[src/hdl/bhn_pkg.sv]
// Shared types, constants and the helper function of the block headroom normalizer.
package bhn_pkg;

    localparam int SAMPLE_W            = 16;
    localparam int MAG_W               = 15;
    localparam int SHIFT_W             = 4;
    localparam int DEFAULT_BLOCK_DEPTH = 64;

    localparam logic [SHIFT_W-1:0] MAX_HEADROOM = 4'd14;
    localparam logic [SHIFT_W-1:0] UNIT_SHIFT   = 4'd1;

    typedef struct packed {
        logic signed [SAMPLE_W-1:0] sample_in;
        logic                       last_in;
    } in_item_t;

    typedef struct packed {
        logic signed [SAMPLE_W-1:0] sample_out;
        logic [SHIFT_W-1:0]         shift_amount;
        logic                       last_out;
        logic                       overflowed;
    } out_item_t;

    typedef enum logic [1:0] {
        S_LOAD,
        S_NORM,
        S_READ,
        S_EMIT
    } bhn_state_t;

    // Absolute value of a Q15 sample, with the most negative code saturating.
    function automatic logic [MAG_W-1:0] sat_abs(input logic signed [SAMPLE_W-1:0] s);
        logic [SAMPLE_W-1:0] neg;
        neg = SAMPLE_W'(-s);
        if (s == {1'b1, {(SAMPLE_W-1){1'b0}}})
        begin
            return {MAG_W{1'b1}};
        end
        else if (s[SAMPLE_W-1])
        begin
            return neg[MAG_W-1:0];
        end
        else
        begin
            return s[MAG_W-1:0];
        end
    endfunction

endpackage

[src/hdl/bhn_mem.sv]
// Sample store: one write port and one registered read port.
module bhn_mem #(
    parameter int DEPTH  = 64,
    parameter int ADDR_W = 6
) (
    input  logic                          clk,
    input  logic                          wr_en,
    input  logic [ADDR_W-1:0]             wr_addr,
    input  logic [bhn_pkg::SAMPLE_W-1:0]  wr_data,
    input  logic                          rd_en,
    input  logic [ADDR_W-1:0]             rd_addr,
    output logic [bhn_pkg::SAMPLE_W-1:0]  rd_data
);
    import bhn_pkg::*;

    logic [SAMPLE_W-1:0] mem [DEPTH];
    logic [SAMPLE_W-1:0] rd_data_reg;

    always_ff @(posedge clk)
    begin
        if (wr_en)
        begin
            mem[wr_addr] <= wr_data;
        end
    end

    always_ff @(posedge clk)
    begin
        if (rd_en)
        begin
            rd_data_reg <= mem[rd_addr];
        end
    end

    assign rd_data = rd_data_reg;

endmodule

[src/hdl/bhn_shifter.sv]
// Shared left shifter used for the headroom search and for scaling each output.
module bhn_shifter (
    input  logic [bhn_pkg::SAMPLE_W-1:0] operand,
    input  logic [bhn_pkg::SHIFT_W-1:0]  amount,
    output logic [bhn_pkg::SAMPLE_W-1:0] result
);
    import bhn_pkg::*;

    always_comb
    begin
        result = operand << amount;
    end

endmodule

[src/hdl/block_headroom_normalizer_q15_top.sv]
// Top level of the block headroom normalizer: sequencer, state and datapath.
// The block accepts samples only while loading, and it never stalls its input while loading.
// After the last sample, the headroom search moves the block maximum through the shared
// shifter one bit a cycle, counting one bit of headroom per step.
// Each output item is then read from the store, then shifted and held on the port until taken.
// Reset is asynchronous and clears the control state; the store contents are not cleared.
module block_headroom_normalizer_q15_top #(
    parameter int BLOCK_DEPTH = bhn_pkg::DEFAULT_BLOCK_DEPTH
) (
    input  logic              clk,
    input  logic              rst_n,
    input  logic              samp_valid,
    output logic              samp_stall,
    input  bhn_pkg::in_item_t samp_item,
    output logic              norm_valid,
    input  logic              norm_stall,
    output bhn_pkg::out_item_t norm_item
);
    import bhn_pkg::*;

    // The count must be able to hold the depth itself, while the store address
    // only needs to reach the last entry.
    localparam int CNT_W  = $clog2(BLOCK_DEPTH + 1);
    localparam int ADDR_W = (BLOCK_DEPTH > 1) ? $clog2(BLOCK_DEPTH) : 1;

    bhn_state_t state_reg, state_next;

    logic [CNT_W-1:0]   count_reg, count_next;
    logic [CNT_W-1:0]   rd_idx_reg, rd_idx_next;
    logic [MAG_W-1:0]   max_reg, max_next;
    logic [MAG_W-1:0]   norm_reg, norm_next;
    logic [SHIFT_W-1:0] h_reg, h_next;
    logic               ovf_reg, ovf_next;

    logic               in_acc;
    logic               out_acc;
    logic               has_room;
    logic               norm_done;
    logic               last_item;
    logic [MAG_W-1:0]   in_abs;
    logic [MAG_W-1:0]   max_upd;

    logic                mem_wr_en;
    logic                mem_rd_en;
    logic [SAMPLE_W-1:0] mem_rd_data;

    logic [SAMPLE_W-1:0] sh_operand;
    logic [SHIFT_W-1:0]  sh_amount;
    logic [SAMPLE_W-1:0] sh_result;

    assign in_acc  = samp_valid && !samp_stall;
    assign out_acc = norm_valid && !norm_stall;

    assign has_room = count_reg < CNT_W'(BLOCK_DEPTH);
    assign in_abs   = sat_abs(samp_item.sample_in);
    assign max_upd  = (in_abs > max_reg) ? in_abs : max_reg;

    // The search stops once the top magnitude bit is set; a zero maximum keeps a shift of zero.
    assign norm_done = (norm_reg == '0) || norm_reg[MAG_W-1];
    assign last_item = rd_idx_reg == (count_reg - CNT_W'(1));

    assign mem_wr_en = in_acc && has_room;

    bhn_mem #(
        .DEPTH  (BLOCK_DEPTH),
        .ADDR_W (ADDR_W)
    ) u_mem (
        .clk     (clk),
        .wr_en   (mem_wr_en),
        .wr_addr (count_reg[ADDR_W-1:0]),
        .wr_data (samp_item.sample_in),
        .rd_en   (mem_rd_en),
        .rd_addr (rd_idx_reg[ADDR_W-1:0]),
        .rd_data (mem_rd_data)
    );

    // One shifter serves both phases: a one-bit step of the maximum while searching,
    // and the full block shift of the stored sample while emitting.
    bhn_shifter u_shifter (
        .operand (sh_operand),
        .amount  (sh_amount),
        .result  (sh_result)
    );

    // Next state.
    always_comb
    begin
        state_next = state_reg;
        case (state_reg)
            S_LOAD:
            begin
                if (in_acc && samp_item.last_in)
                begin
                    state_next = S_NORM;
                end
            end
            S_NORM:
            begin
                if (norm_done)
                begin
                    state_next = S_READ;
                end
            end
            S_READ:
            begin
                state_next = S_EMIT;
            end
            S_EMIT:
            begin
                if (out_acc)
                begin
                    state_next = last_item ? S_LOAD : S_READ;
                end
            end
            default:
            begin
                state_next = S_LOAD;
            end
        endcase
    end

    // Sequencer outputs.
    always_comb
    begin
        samp_stall = 1'b1;
        norm_valid = 1'b0;
        mem_rd_en  = 1'b0;
        sh_operand = mem_rd_data;
        sh_amount  = h_reg;
        case (state_reg)
            S_LOAD:
            begin
                samp_stall = 1'b0;
            end
            S_NORM:
            begin
                sh_operand = {1'b0, norm_reg};
                sh_amount  = UNIT_SHIFT;
            end
            S_READ:
            begin
                mem_rd_en = 1'b1;
            end
            S_EMIT:
            begin
                norm_valid = 1'b1;
            end
            default:
            begin
                samp_stall = 1'b1;
            end
        endcase
    end

    // The headroom guarantees that every stored sample fits after the shift,
    // so the shifter result needs no saturation.
    always_comb
    begin
        norm_item.sample_out   = sh_result;
        norm_item.shift_amount = h_reg;
        norm_item.last_out     = last_item;
        norm_item.overflowed   = ovf_reg;
    end

    // Datapath register updates.
    always_comb
    begin
        count_next  = count_reg;
        rd_idx_next = rd_idx_reg;
        max_next    = max_reg;
        norm_next   = norm_reg;
        h_next      = h_reg;
        ovf_next    = ovf_reg;
        case (state_reg)
            S_LOAD:
            begin
                if (in_acc)
                begin
                    max_next = max_upd;
                    if (has_room)
                    begin
                        count_next = count_reg + CNT_W'(1);
                    end
                    else
                    begin
                        ovf_next = 1'b1;
                    end
                    if (samp_item.last_in)
                    begin
                        norm_next   = max_upd;
                        h_next      = '0;
                        rd_idx_next = '0;
                    end
                end
            end
            S_NORM:
            begin
                if (!norm_done)
                begin
                    norm_next = sh_result[MAG_W-1:0];
                    h_next    = h_reg + SHIFT_W'(1);
                end
            end
            S_READ:
            begin
                rd_idx_next = rd_idx_reg;
            end
            S_EMIT:
            begin
                if (out_acc)
                begin
                    if (last_item)
                    begin
                        count_next = '0;
                        max_next   = '0;
                        ovf_next   = 1'b0;
                    end
                    else
                    begin
                        rd_idx_next = rd_idx_reg + CNT_W'(1);
                    end
                end
            end
            default:
            begin
                count_next = '0;
            end
        endcase
    end

    always_ff @(posedge clk or negedge rst_n)
    begin
        if (!rst_n)
        begin
            state_reg  <= S_LOAD;
            count_reg  <= '0;
            rd_idx_reg <= '0;
            max_reg    <= '0;
            norm_reg   <= '0;
            h_reg      <= '0;
            ovf_reg    <= 1'b0;
        end
        else
        begin
            state_reg  <= state_next;
            count_reg  <= count_next;
            rd_idx_reg <= rd_idx_next;
            max_reg    <= max_next;
            norm_reg   <= norm_next;
            h_reg      <= h_next;
            ovf_reg    <= ovf_next;
        end
    end

    // The headroom never grows beyond what a nonzero 15-bit maximum allows.
    a_headroom_range: assert property (@(posedge clk) disable iff (!rst_n)
        h_reg <= MAX_HEADROOM)
        else $error("headroom out of range");

    // The store never holds more samples than its depth.
    a_count_bound: assert property (@(posedge clk) disable iff (!rst_n)
        count_reg <= CNT_W'(BLOCK_DEPTH))
        else $error("sample count beyond depth");

    // An output item is only offered for a block that stored at least one sample.
    a_emit_nonempty: assert property (@(posedge clk) disable iff (!rst_n)
        norm_valid |-> (count_reg != '0) && (rd_idx_reg < count_reg))
        else $error("output item without a stored sample");

    // Reading starts only after the maximum has been fully normalized.
    a_norm_finished: assert property (@(posedge clk) disable iff (!rst_n)
        (state_reg == S_READ) |-> (norm_reg == '0) || norm_reg[MAG_W-1])
        else $error("emission started before headroom search finished");

    // Taking the final item of a block clears the block state and reopens the input.
    a_block_end: assert property (@(posedge clk) disable iff (!rst_n)
        (out_acc && norm_item.last_out) |=> (count_reg == '0) && (max_reg == '0) && !samp_stall)
        else $error("block state not cleared after final item");

endmodule

[config.mk]
export PLATFORM = sky130hd
export DESIGN_NAME = block_headroom_normalizer_q15_top
export DESIGN_NICKNAME = d
export VERILOG_FILES = /design/src/hdl/bhn_pkg.sv /design/src/hdl/bhn_mem.sv /design/src/hdl/bhn_shifter.sv /design/src/hdl/block_headroom_normalizer_q15_top.sv
export SDC_FILE = /design/constraint.sdc
export NUM_CORES = 1
export LEC_CHECK = 0
export BUFFER_PORTS_ARGS = -buffer_cell sky130_fd_sc_hd__buf_4
export CELL_PAD_IN_SITES_DETAIL_PLACEMENT = 2
export CELL_PAD_IN_SITES_GLOBAL_PLACEMENT = 2
export CORE_MARGIN = 5
export CORE_UTILIZATION = 40
export DETAILED_ROUTE_END_ITERATION = 10
export PLACE_DENSITY_LB_ADDON = 0.05
export RECOVER_POWER = 100
export SYNTH_ARGS = -nofsm -noshare
export SYNTH_HDL_FRONTEND = slang
export SYNTH_SLANG_ARGS = --single-unit
[constraint.sdc]
create_clock -name clk -period 4.4 [get_ports clk]
set_input_delay 0 -clock clk [delete_from_list [all_inputs] [get_ports clk]]
set_output_delay 0 -clock clk [all_outputs]
set_load 0.005 [all_outputs]
# After elaboration in Yosys (flattened, before gate mapping)
# Memories as Yosys holds them, arrays and structs flattened. A register that Yosys moved wholly into a read port is not among the register bits.
# Cells that the tools add are included.
[word_totals] n_memories=1 romBits=0 inputBits=21 regBits=51 ram_bits=1024 latchBits=0 word_cells=89 output_inout_bits=24
[memory_table] memory="u_mem.mem" words=64 width=16 rd=1 rd_ports_with_merged_regs=1 wr=1 line="bhn_mem.sv:16" source="logic [SAMPLE_W-1:0] mem [DEPTH];"
[classes] order_cmp=2 mux=42 eq_ne=15 multipliers=0 div_mod_pow=0 n_addsub=5 bitwise=0 n_reduce_logical=16 shift=1
[ops] cell="$mux W15" n=9
[ops] cell="$pmux W15 S2" n=2
[ops] cell="$mux W7" n=8
[ops] cell="$pmux W7 S2" n=2
[ops] cell="$ne A2 B2 Y1 const B" n=9
[ops] cell="$eq A16 B16 Y1 const B" n=1
[ops] cell="$mux W16" n=1
[ops] cell="$mux W4" n=4
[ops] cell="$shl A16 B4 Y16" n=1
[ops] cell="$gt A15 B15 Y1" n=1
[ops] cell="$logic_not A15 Y1" n=1
[ops] cell="$neg A15 Y15" n=1
[ops] cell="$reduce_and A5 Y1" n=3
[ops] cell="$add A7 B1 Y7 const B" n=2
[ops] cell="$mux W1" n=9
[ops] cell="$mux W2" n=4
[ops] cell="$pmux W2 S4" n=1
[ops] cell="$pmux W4 S2" n=1
[ops] cell="$reduce_and A4 Y1" n=2
[ops] cell="$eq A7 B7 Y1" n=1
[ops] cell="$lt A7 B7 Y1 const B" n=1
[ops] cell="$sub A7 B1 Y7 const B" n=1
[ops] cell="$add A4 B1 Y4 const B" n=1
[ops] cell="$eq A2 B2 Y1 const B" n=2
[ops] cell="9 further kinds" n=13

# Longest topological paths before layout
# Gate-level depths: netlist (run 1).
[logic_depth] word_depth=8 depth_mapped=19 depth_no_buf=15

# Hierarchy
# A second synthesis (run 1) with hierarchy kept.
[unflattened] cells_unflattened=2358 area_unflattened_um2=44637.8
[by_module_without_submodules] mod="bhn_mem" seq_area_each_um2=31230.0 area_each_um2=40202.3 n_inst=1 cells_per_inst=1829
[by_module_without_submodules] mod="block_headroom_normalizer_q15_top" seq_area_each_um2=1276.2 area_each_um2=3676.0 n_inst=1 cells_per_inst=450
[by_module_without_submodules] mod="bhn_shifter" seq_area_each_um2=0.0 area_each_um2=759.5 n_inst=1 cells_per_inst=79

# Least setup slack after synthesis (run 1)
# Ideal clock, no wire load.
[synth_timing] path_type="input -> register" startpoint="input samp_item[2] in the netlist's numbering" endpoint="register max_reg[10]" required_ns=4.275 arrival_ns=3.200 path_stages=18 setup_ns=0.125 path_slack_ns=1.075 n_path_buf=4 path_cell_list="inv_1 ha_1 nor3b_1 nand2_1 or4_1 buf_6 o211ai_1 ha_1 nor2b_1 o21a_1 o21bai_1 a31oi_1 o21ai_1 buf_2 or2_1 buf_4 buf_8 mux2_2"
[synth_via] elab_chain_len=7 word_cells_on_any_way=8 cone_classes="1 x add/sub; 1 x order compare; 1 x eq/ne; 5 x mux"
[synth_rtl] item="from (decl)" line="block_headroom_normalizer_q15_top.sv:14" source="input bhn_pkg::in_item_t samp_item,"
[synth_rtl] item="$neg A15 Y15" line="bhn_pkg.sv:34" source="neg = SAMPLE_W'(-s);"
[synth_rtl] item="$mux W15" line="bhn_pkg.sv:39" source="else if (s[SAMPLE_W-1])"
[synth_rtl] item="$mux W15 (*)" line="bhn_pkg.sv:35" source="if (s == {1'b1, {(SAMPLE_W-1){1'b0}}})"
[synth_rtl] item="$gt A15 B15 Y1" line="block_headroom_normalizer_q15_top.sv:56" source="assign max_upd = (in_abs > max_reg) ? in_abs : max_reg;"
[synth_rtl] item="$mux W15 (*)" line="block_headroom_normalizer_q15_top.sv:56"
[synth_rtl] item="$mux W15 (*)" line="block_headroom_normalizer_q15_top.sv:177" source="if (in_acc)"
[synth_rtl] item="$pmux W15 S2 (*)" line="block_headroom_normalizer_q15_top.sv:174" source="case (state_reg)"
[synth_rtl] item="to (signal assigned)" line="block_headroom_normalizer_q15_top.sv:248" source="max_reg <= max_next;"
[synth_rtl] item="to (decl)" line="block_headroom_normalizer_q15_top.sv:30" source="logic [MAG_W-1:0] max_reg, max_next;"
# Every way passes the cells marked *; elsewhere a longest branch is shown, timed or not. The select of a mux whose other input is x is not followed.
# A chain may end at the register's enable or synchronous reset.

# Worst setup path after layout (run 1)
[layout_timing] startpoint="input samp_item[1] in the netlist's numbering" endpoint="register norm_reg[3]"
[layout_via] elab_chain_len=8 word_cells_on_any_way=9 cone_classes="1 x add/sub; 1 x order compare; 1 x eq/ne; 6 x mux"
[layout_rtl] item="$neg A15 Y15" line="bhn_pkg.sv:34"
[layout_rtl] item="$mux W15" line="bhn_pkg.sv:39"
[layout_rtl] item="$mux W15 (*)" line="bhn_pkg.sv:35"
[layout_rtl] item="$gt A15 B15 Y1" line="block_headroom_normalizer_q15_top.sv:56"
[layout_rtl] item="$mux W15 (*)" line="block_headroom_normalizer_q15_top.sv:56"
[layout_rtl] item="$mux W15 (*)" line="block_headroom_normalizer_q15_top.sv:188" source="if (samp_item.last_in)"
[layout_rtl] item="$mux W15 (*)" line="block_headroom_normalizer_q15_top.sv:177"
[layout_rtl] item="$pmux W15 S2 (*)" line="block_headroom_normalizer_q15_top.sv:174"
[layout_rtl] item="to (signal assigned)" line="block_headroom_normalizer_q15_top.sv:249" source="norm_reg <= norm_next;"
[layout_rtl] item="to (decl)" line="block_headroom_normalizer_q15_top.sv:31" source="logic [MAG_W-1:0] norm_reg, norm_next;"
# Marks and branches as above.

==> results of run 1 <==
[cells by family after synthesis]
| group | share of synthesized area (%) |
|---|---|
| flops | 73.8 |
| mux | 17.6 |
| simple gates | 3.23 |
| compound gates | 2.79 |
| buf+inv | 1.69 |
| fa+ha+maj | 0.568 |
| xor+xnor | 0.378 |
[cell type report]
type | count | share of cell area (%)
inverter | 28 | 0.211
clock buffer | 162 | 6.34
antenna | 3 | 0.0149
timing repair buffer | 197 | 2.57
clock inverter | 53 | 0.858
sequential | 1091 | 64.6
tap | 1476 | 3.67
multi-input combinational | 907 | 21.7
[critical path, cell delays in order]
cell and delay [ns]:
dlygate4sd3_1 0.53, clkbuf_1 0.36, inv_1 0.16, ha_1 0.22
nor3b_1 0.31, nand2_1 0.19, or4_1 0.73, o211ai_1 0.27
ha_1 0.31, nor2b_1 0.13, o21a_1 0.17, o21bai_1 0.12
a31oi_1 0.11, o21ai_2 0.19, buf_4 0.25, mux2i_1 0.25
o221ai_1 0.14
[routing by layer]
metal	track usage, %	part of all wire, %
met1	31.3	43
met2	37.1	49
met3	3.70	4.7
met4	5.72	2.6
met5	0	0.039
[where the power goes]
part,total (mW),switching (mW),internal (mW)
Sequential,12.2,0.527,11.7
Combinational,9.16,5.04,4.12
Clock,9.40,4.02,5.38
Total,30.8,9.59,21.2
[synth_stat cells (6+ instances only)]
master	n	area share [%]
ha_1	20	0.57
buf_2	43	0.49
inv_1	26	0.22
nor2b_1	24	0.34
xor2_1	7	0.14
clkbuf_1	53	0.45
nor4_1	6	0.085
a31oi_1	19	0.27
nand2_1	81	0.69
dfrtp_1	51	2.9
nand3_1	32	0.36
o221ai_1	12	0.24
nor2_1	100	0.85
xnor2_1	12	0.24
edfxtp_1	1040	71
a21oi_1	56	0.64
o21ai_1	6	0.068
mux4_2	315	16
mux2i_1	45	1.0
o21ai_0	19	0.22
buf_4	9	0.15
nor3_1	8	0.091
and2_1	13	0.18
a211oi_1	38	0.65
buf_1	15	0.13
mux2_2	17	0.43
[worst paths after layout]
path	cells past startpoint	endpoint	slack [ns]	from
hold reg to reg	1	ovf_reg	0.52	ovf_reg
setup / recovery	17	norm_reg[3]	0.46	samp_item[1]
setup reg to reg	7	u_mem.mem[53][6]	0.47	state_reg[1]
max in group asynchronous	4	h_reg[3]	3.65	rst_n
hold / removal	2	u_mem.mem[48][11]	0.16	samp_item[12]
min in group asynchronous	4	rd_idx_reg[1]	0.46	rst_n
==> flow_metrics.tcl, run 1 <==
set metrics [dict create \
    syn_inst 2154 \
    grt_max_degree 80 \
    cts_buffers 116 \
    p_leak_nw 16.0 \
    status "complete, but fails checks" \
    cts_root_buffer "clkbuf_16" \
    worst_setup_path_start_kind "input pin" \
    worst_slew_pin_slew_ns 3.43 \
    hold_class "input pin to flip-flop" \
    port-buffer-count 44 \
    die_w_um 342 \
    synth_warnings 0 \
    post_synth_num_cell_types 66 \
    final_common_cell "edfxtp_1" \
    avgSynthCellArea_um2 20.5 \
    pwr_density_cell_nw_per_um2 612 \
    final_nets 2382 \
    clock.fmax_ghz 0.254 \
    die_y_um 342 \
    synth_edf_count 1040 \
    cp.required_ns 4.93 \
    max-cap-violations 11 \
    finalCritPeriodShare_pct 89.6 \
    vias_per_cell 5.74 \
    async_flop_share_pct 4.67 \
    synthFlopType "edfxtp_1" \
    start_util_pct 40.4 \
    wire_per_inst_um 33.3 \
    slew_viol_final 443 \
    cts_setup_buffers 0 \
    vias 22500 \
    worstSetupPathType "input pin to flip-flop" \
    drt-initial-drc-count 2122 \
    ys_seq_elements 1091 \
    setup_ws_ns 0.460 \
    hold_ws_ns 0.164 \
    drtPass1Iterations 5 \
    clock_skew_ns 0.0173 \
    overflow 0 \
    dpl-instance-area_um2 46900 \
    drive_gt1_share_pct 27.4 \
    seq_area_frac_synth_pct 73.8 \
    multi_input_area_um2 10900 \
    cts_tree "done" \
    drc_errors 0 \
    hold_buffers 15 \
    dpl_worst_slack_ns 0.552 \
    seq_area_um2 32500 \
    grt_use_total_pct 22.4 \
    hold_violations 0 \
    fin_cells 3917 \
    largest_reg_flops 1024 \
    pin_count 45 \
    grt_pass1_vias 24800 \
    maxSlewHeadroom_pct -128 \
    post-route-util_pct 46.1 \
    design_area_um2 50300 \
    p_total_mw 30.8 \
    critPathMaxFanout 12 \
    rows 121 \
    worst_ep_arrival_time_ns 4.48 \
    antenna_found_initial 8 \
    clock_path_buffers 3 \
    area_delta_synth_final_pct 14.2 \
    tns_ns 0 \
    rsz0062_at_grt "no" \
    drtAntennaViolNets 0 \
    place_congestion 0.805 \
    clkLatencyLatePin_ns 0.70 \
    syn_nets 2195 \
    fin_crit_ns 3.94 \
    cp-end-kind "flip-flop" \
    htreeDepth 3 \
    ir_worst_vdd_mv 0.416 \
    grt_pass1_wl_um 187000 \
    nFillCells 9844 \
    dp_hpwl_um 77900 \
    cts.clk_slew.worst_paths_ns 0.06 \
    routed_wl_um 130000 \
    setup_violations 0 \
    die_area_um2 117000 \
    core_um2 109000 \
    dp_cells 3684 \
    netlist_area_um2 44100 \
    clock-sinks 1091 \
    cts.repair.resized 0 \
    mostFrequentLayoutCells "edfxtp_1 (1040), mux4_2 (315), clkbuf_16 (119)" \
    violations "max-capacitance violations, max-slew violations" \
]
Note: power is estimated with default switching activity, not from simulation.
==> inputs of run 2 (changes only) <==
RECOVER_POWER = not set   (was 100)
==> run 2 against run 1 <==
  * The run now ends clean
  * Worst hold slack lost 0.11 ns
  * Sequential power is essentially flat
  * Non-clock buffer count is the same
  * Worst setup slack gained 0.20 ns
  * Largest power group unchanged
  * Flip-flop and latch count is the same
  * Clock skew is essentially flat
  * Critical path type unchanged
  * Global-route usage is the same
  * First-iteration DRC count shrank 3.2%
  * Register-to-register slack gained 0.52 ns
  * Critical endpoint unchanged
  * Final area grew 0.75%
==> flow_metrics.tcl, run 2 (synthesized netlist as in run 1, its figures left out) <==
set metrics [dict create \
    status "complete, no violations" \
    p_leak_nw 16.3 \
    overflow 0 \
    final_common_cell "edfxtp_1" \
    ir_worst_vdd_mv 0.415 \
    dpl_worst_slack_ns 0.552 \
    pwr_density_cell_nw_per_um2 610 \
    rsz0062_at_grt "no" \
    drc_errors 0 \
    cts_buffers 116 \
    drive_gt1_share_pct 30.2 \
    setup_ws_ns 0.664 \
    htreeDepth 3 \
    hold_class "input pin to flip-flop" \
    final_nets 2382 \
    multi_input_area_um2 10900 \
    drtPass1Iterations 5 \
    clock_path_buffers 3 \
    grt_pass1_wl_um 187000 \
    hold_ws_ns 0.0584 \
    clkLatencyLatePin_ns 0.70 \
    start_util_pct 40.4 \
    worst_slew_pin_slew_ns 0.976 \
    pin_count 45 \
    nFillCells 9748 \
    slew_viol_final 0 \
    cts_tree "done" \
    grt_pass1_vias 24800 \
    maxSlewHeadroom_pct 34.9 \
    clock-sinks 1091 \
    vias 22600 \
    clock.fmax_ghz 0.268 \
    fin_crit_ns 3.74 \
    max-cap-violations 0 \
    design_area_um2 50700 \
    finalCritPeriodShare_pct 84.9 \
    die_w_um 342 \
    setup_violations 0 \
    cts_root_buffer "clkbuf_16" \
    port-buffer-count 44 \
    place_congestion 0.805 \
    vias_per_cell 5.76 \
    die_area_um2 117000 \
    rows 121 \
    dpl-instance-area_um2 46900 \
    cp-end-kind "flip-flop" \
    routed_wl_um 130000 \
    drt-initial-drc-count 2055 \
    hold_violations 0 \
    antenna_found_initial 9 \
    mostFrequentLayoutCells "edfxtp_1 (1040), mux4_2 (315), buf_4 (173)" \
    worst_setup_path_start_kind "input pin" \
    grt_use_total_pct 22.4 \
    grt_max_degree 80 \
    core_um2 109000 \
    critPathMaxFanout 12 \
    worst_ep_arrival_time_ns 4.27 \
    post-route-util_pct 46.4 \
    worstSetupPathType "input pin to flip-flop" \
    area_delta_synth_final_pct 15.1 \
    dp_hpwl_um 77900 \
    drtAntennaViolNets 0 \
    tns_ns 0 \
    largest_reg_flops 1024 \
    die_y_um 342 \
    seq_area_um2 32500 \
    cts.clk_slew.worst_paths_ns 0.06 \
    clock_skew_ns 0.0176 \
    cp.required_ns 4.93 \
    wire_per_inst_um 33.2 \
]
## run 2: changes by cell type in the layout (fill, tap and decap cells not counted), sizes merged
| cell | delta |
|---|---|
| diode | +1 |
| clkbuf | -122 |
| buf | +122 |
## run 2: report_power, final
group | total [mW] | internal (mW) | switching [mW]
logic | 9.27 | 4.23 | 5.04
clock network | 9.40 | 5.38 | 4.02
registers | 12.2 | 11.7 | 0.534
total | 30.9 | 21.3 | 9.59
## run 2: final cells by class
class                   count  share of cell area [%]
diodes                      4                  0.0197
clock buffers             162                    6.29
clock inverters            53                   0.852
inverters                  28                   0.210
multi-input cells         907                    21.6
flip-flops and latches   1091                    64.2
well taps                1476                    3.64
repair buffers            197                    3.25
## run 2: final timing paths
kind	slack [ns]	startpoint	to	cells past startpoint
worst max-delay path	0.66	samp_item[2]	norm_reg[3]	17
worst min-delay path	0.06	samp_item[5]	u_mem.mem[30][4]	2
worst max register to register	0.99	state_reg[1]	u_mem.mem[3][0]	8
worst min register to register	0.51	ovf_reg	ovf_reg	1
max in group asynchronous	3.74	rst_n	h_reg[3]	4
min in group asynchronous	0.37	rst_n	rd_idx_reg[1]	4
## run 2: timing repair
| action | 4_1_cts | 5_1_grt |
|---|---|---|
| endpoints found under the setup margin | 0 | 0 |
| endpoints found under the hold margin | 205 | 0 |
| gates resized for setup | 0 | 0 |
| buffers inserted | 0 | 0 |
| hold buffers | 15 | 0 |
## run 2: routing by layer
layer  vias to the layer above  global-route usage (%)  part of all wire, %  wire length, um
met2                       571                    37.1                   49            64000
li1                       9332                       -                    -                -
met3                       165                    3.70                  4.6             5960
met4                         6                    5.72                  2.5             3310
met5                         -                       0                0.036               47
met1                     12500                    31.3                   44            56800
## run 2: through the flow
step	power, mW	cells
2_1_floorplan	18.1	2154
3_3_place_gp	21.7	3684
3_5_place_dp	21.9	3684
4_1_cts	31.4	3914
5_1_grt	32.3	3914
6_report	30.9	3918
## run 2: critical path, stage by stage
cell and delay (ns):
dlygate4sd3_1 0.59, buf_4 0.19, inv_1 0.08, ha_1 0.21, nor3b_1 0.30, nand2_1 0.19
or4_1 0.74, o211ai_1 0.27, ha_1 0.31, nor2b_1 0.13, o21a_1 0.17, o21bai_1 0.12
a31oi_1 0.11, o21ai_2 0.19, buf_4 0.25, mux2i_1 0.25, o221ai_1 0.14
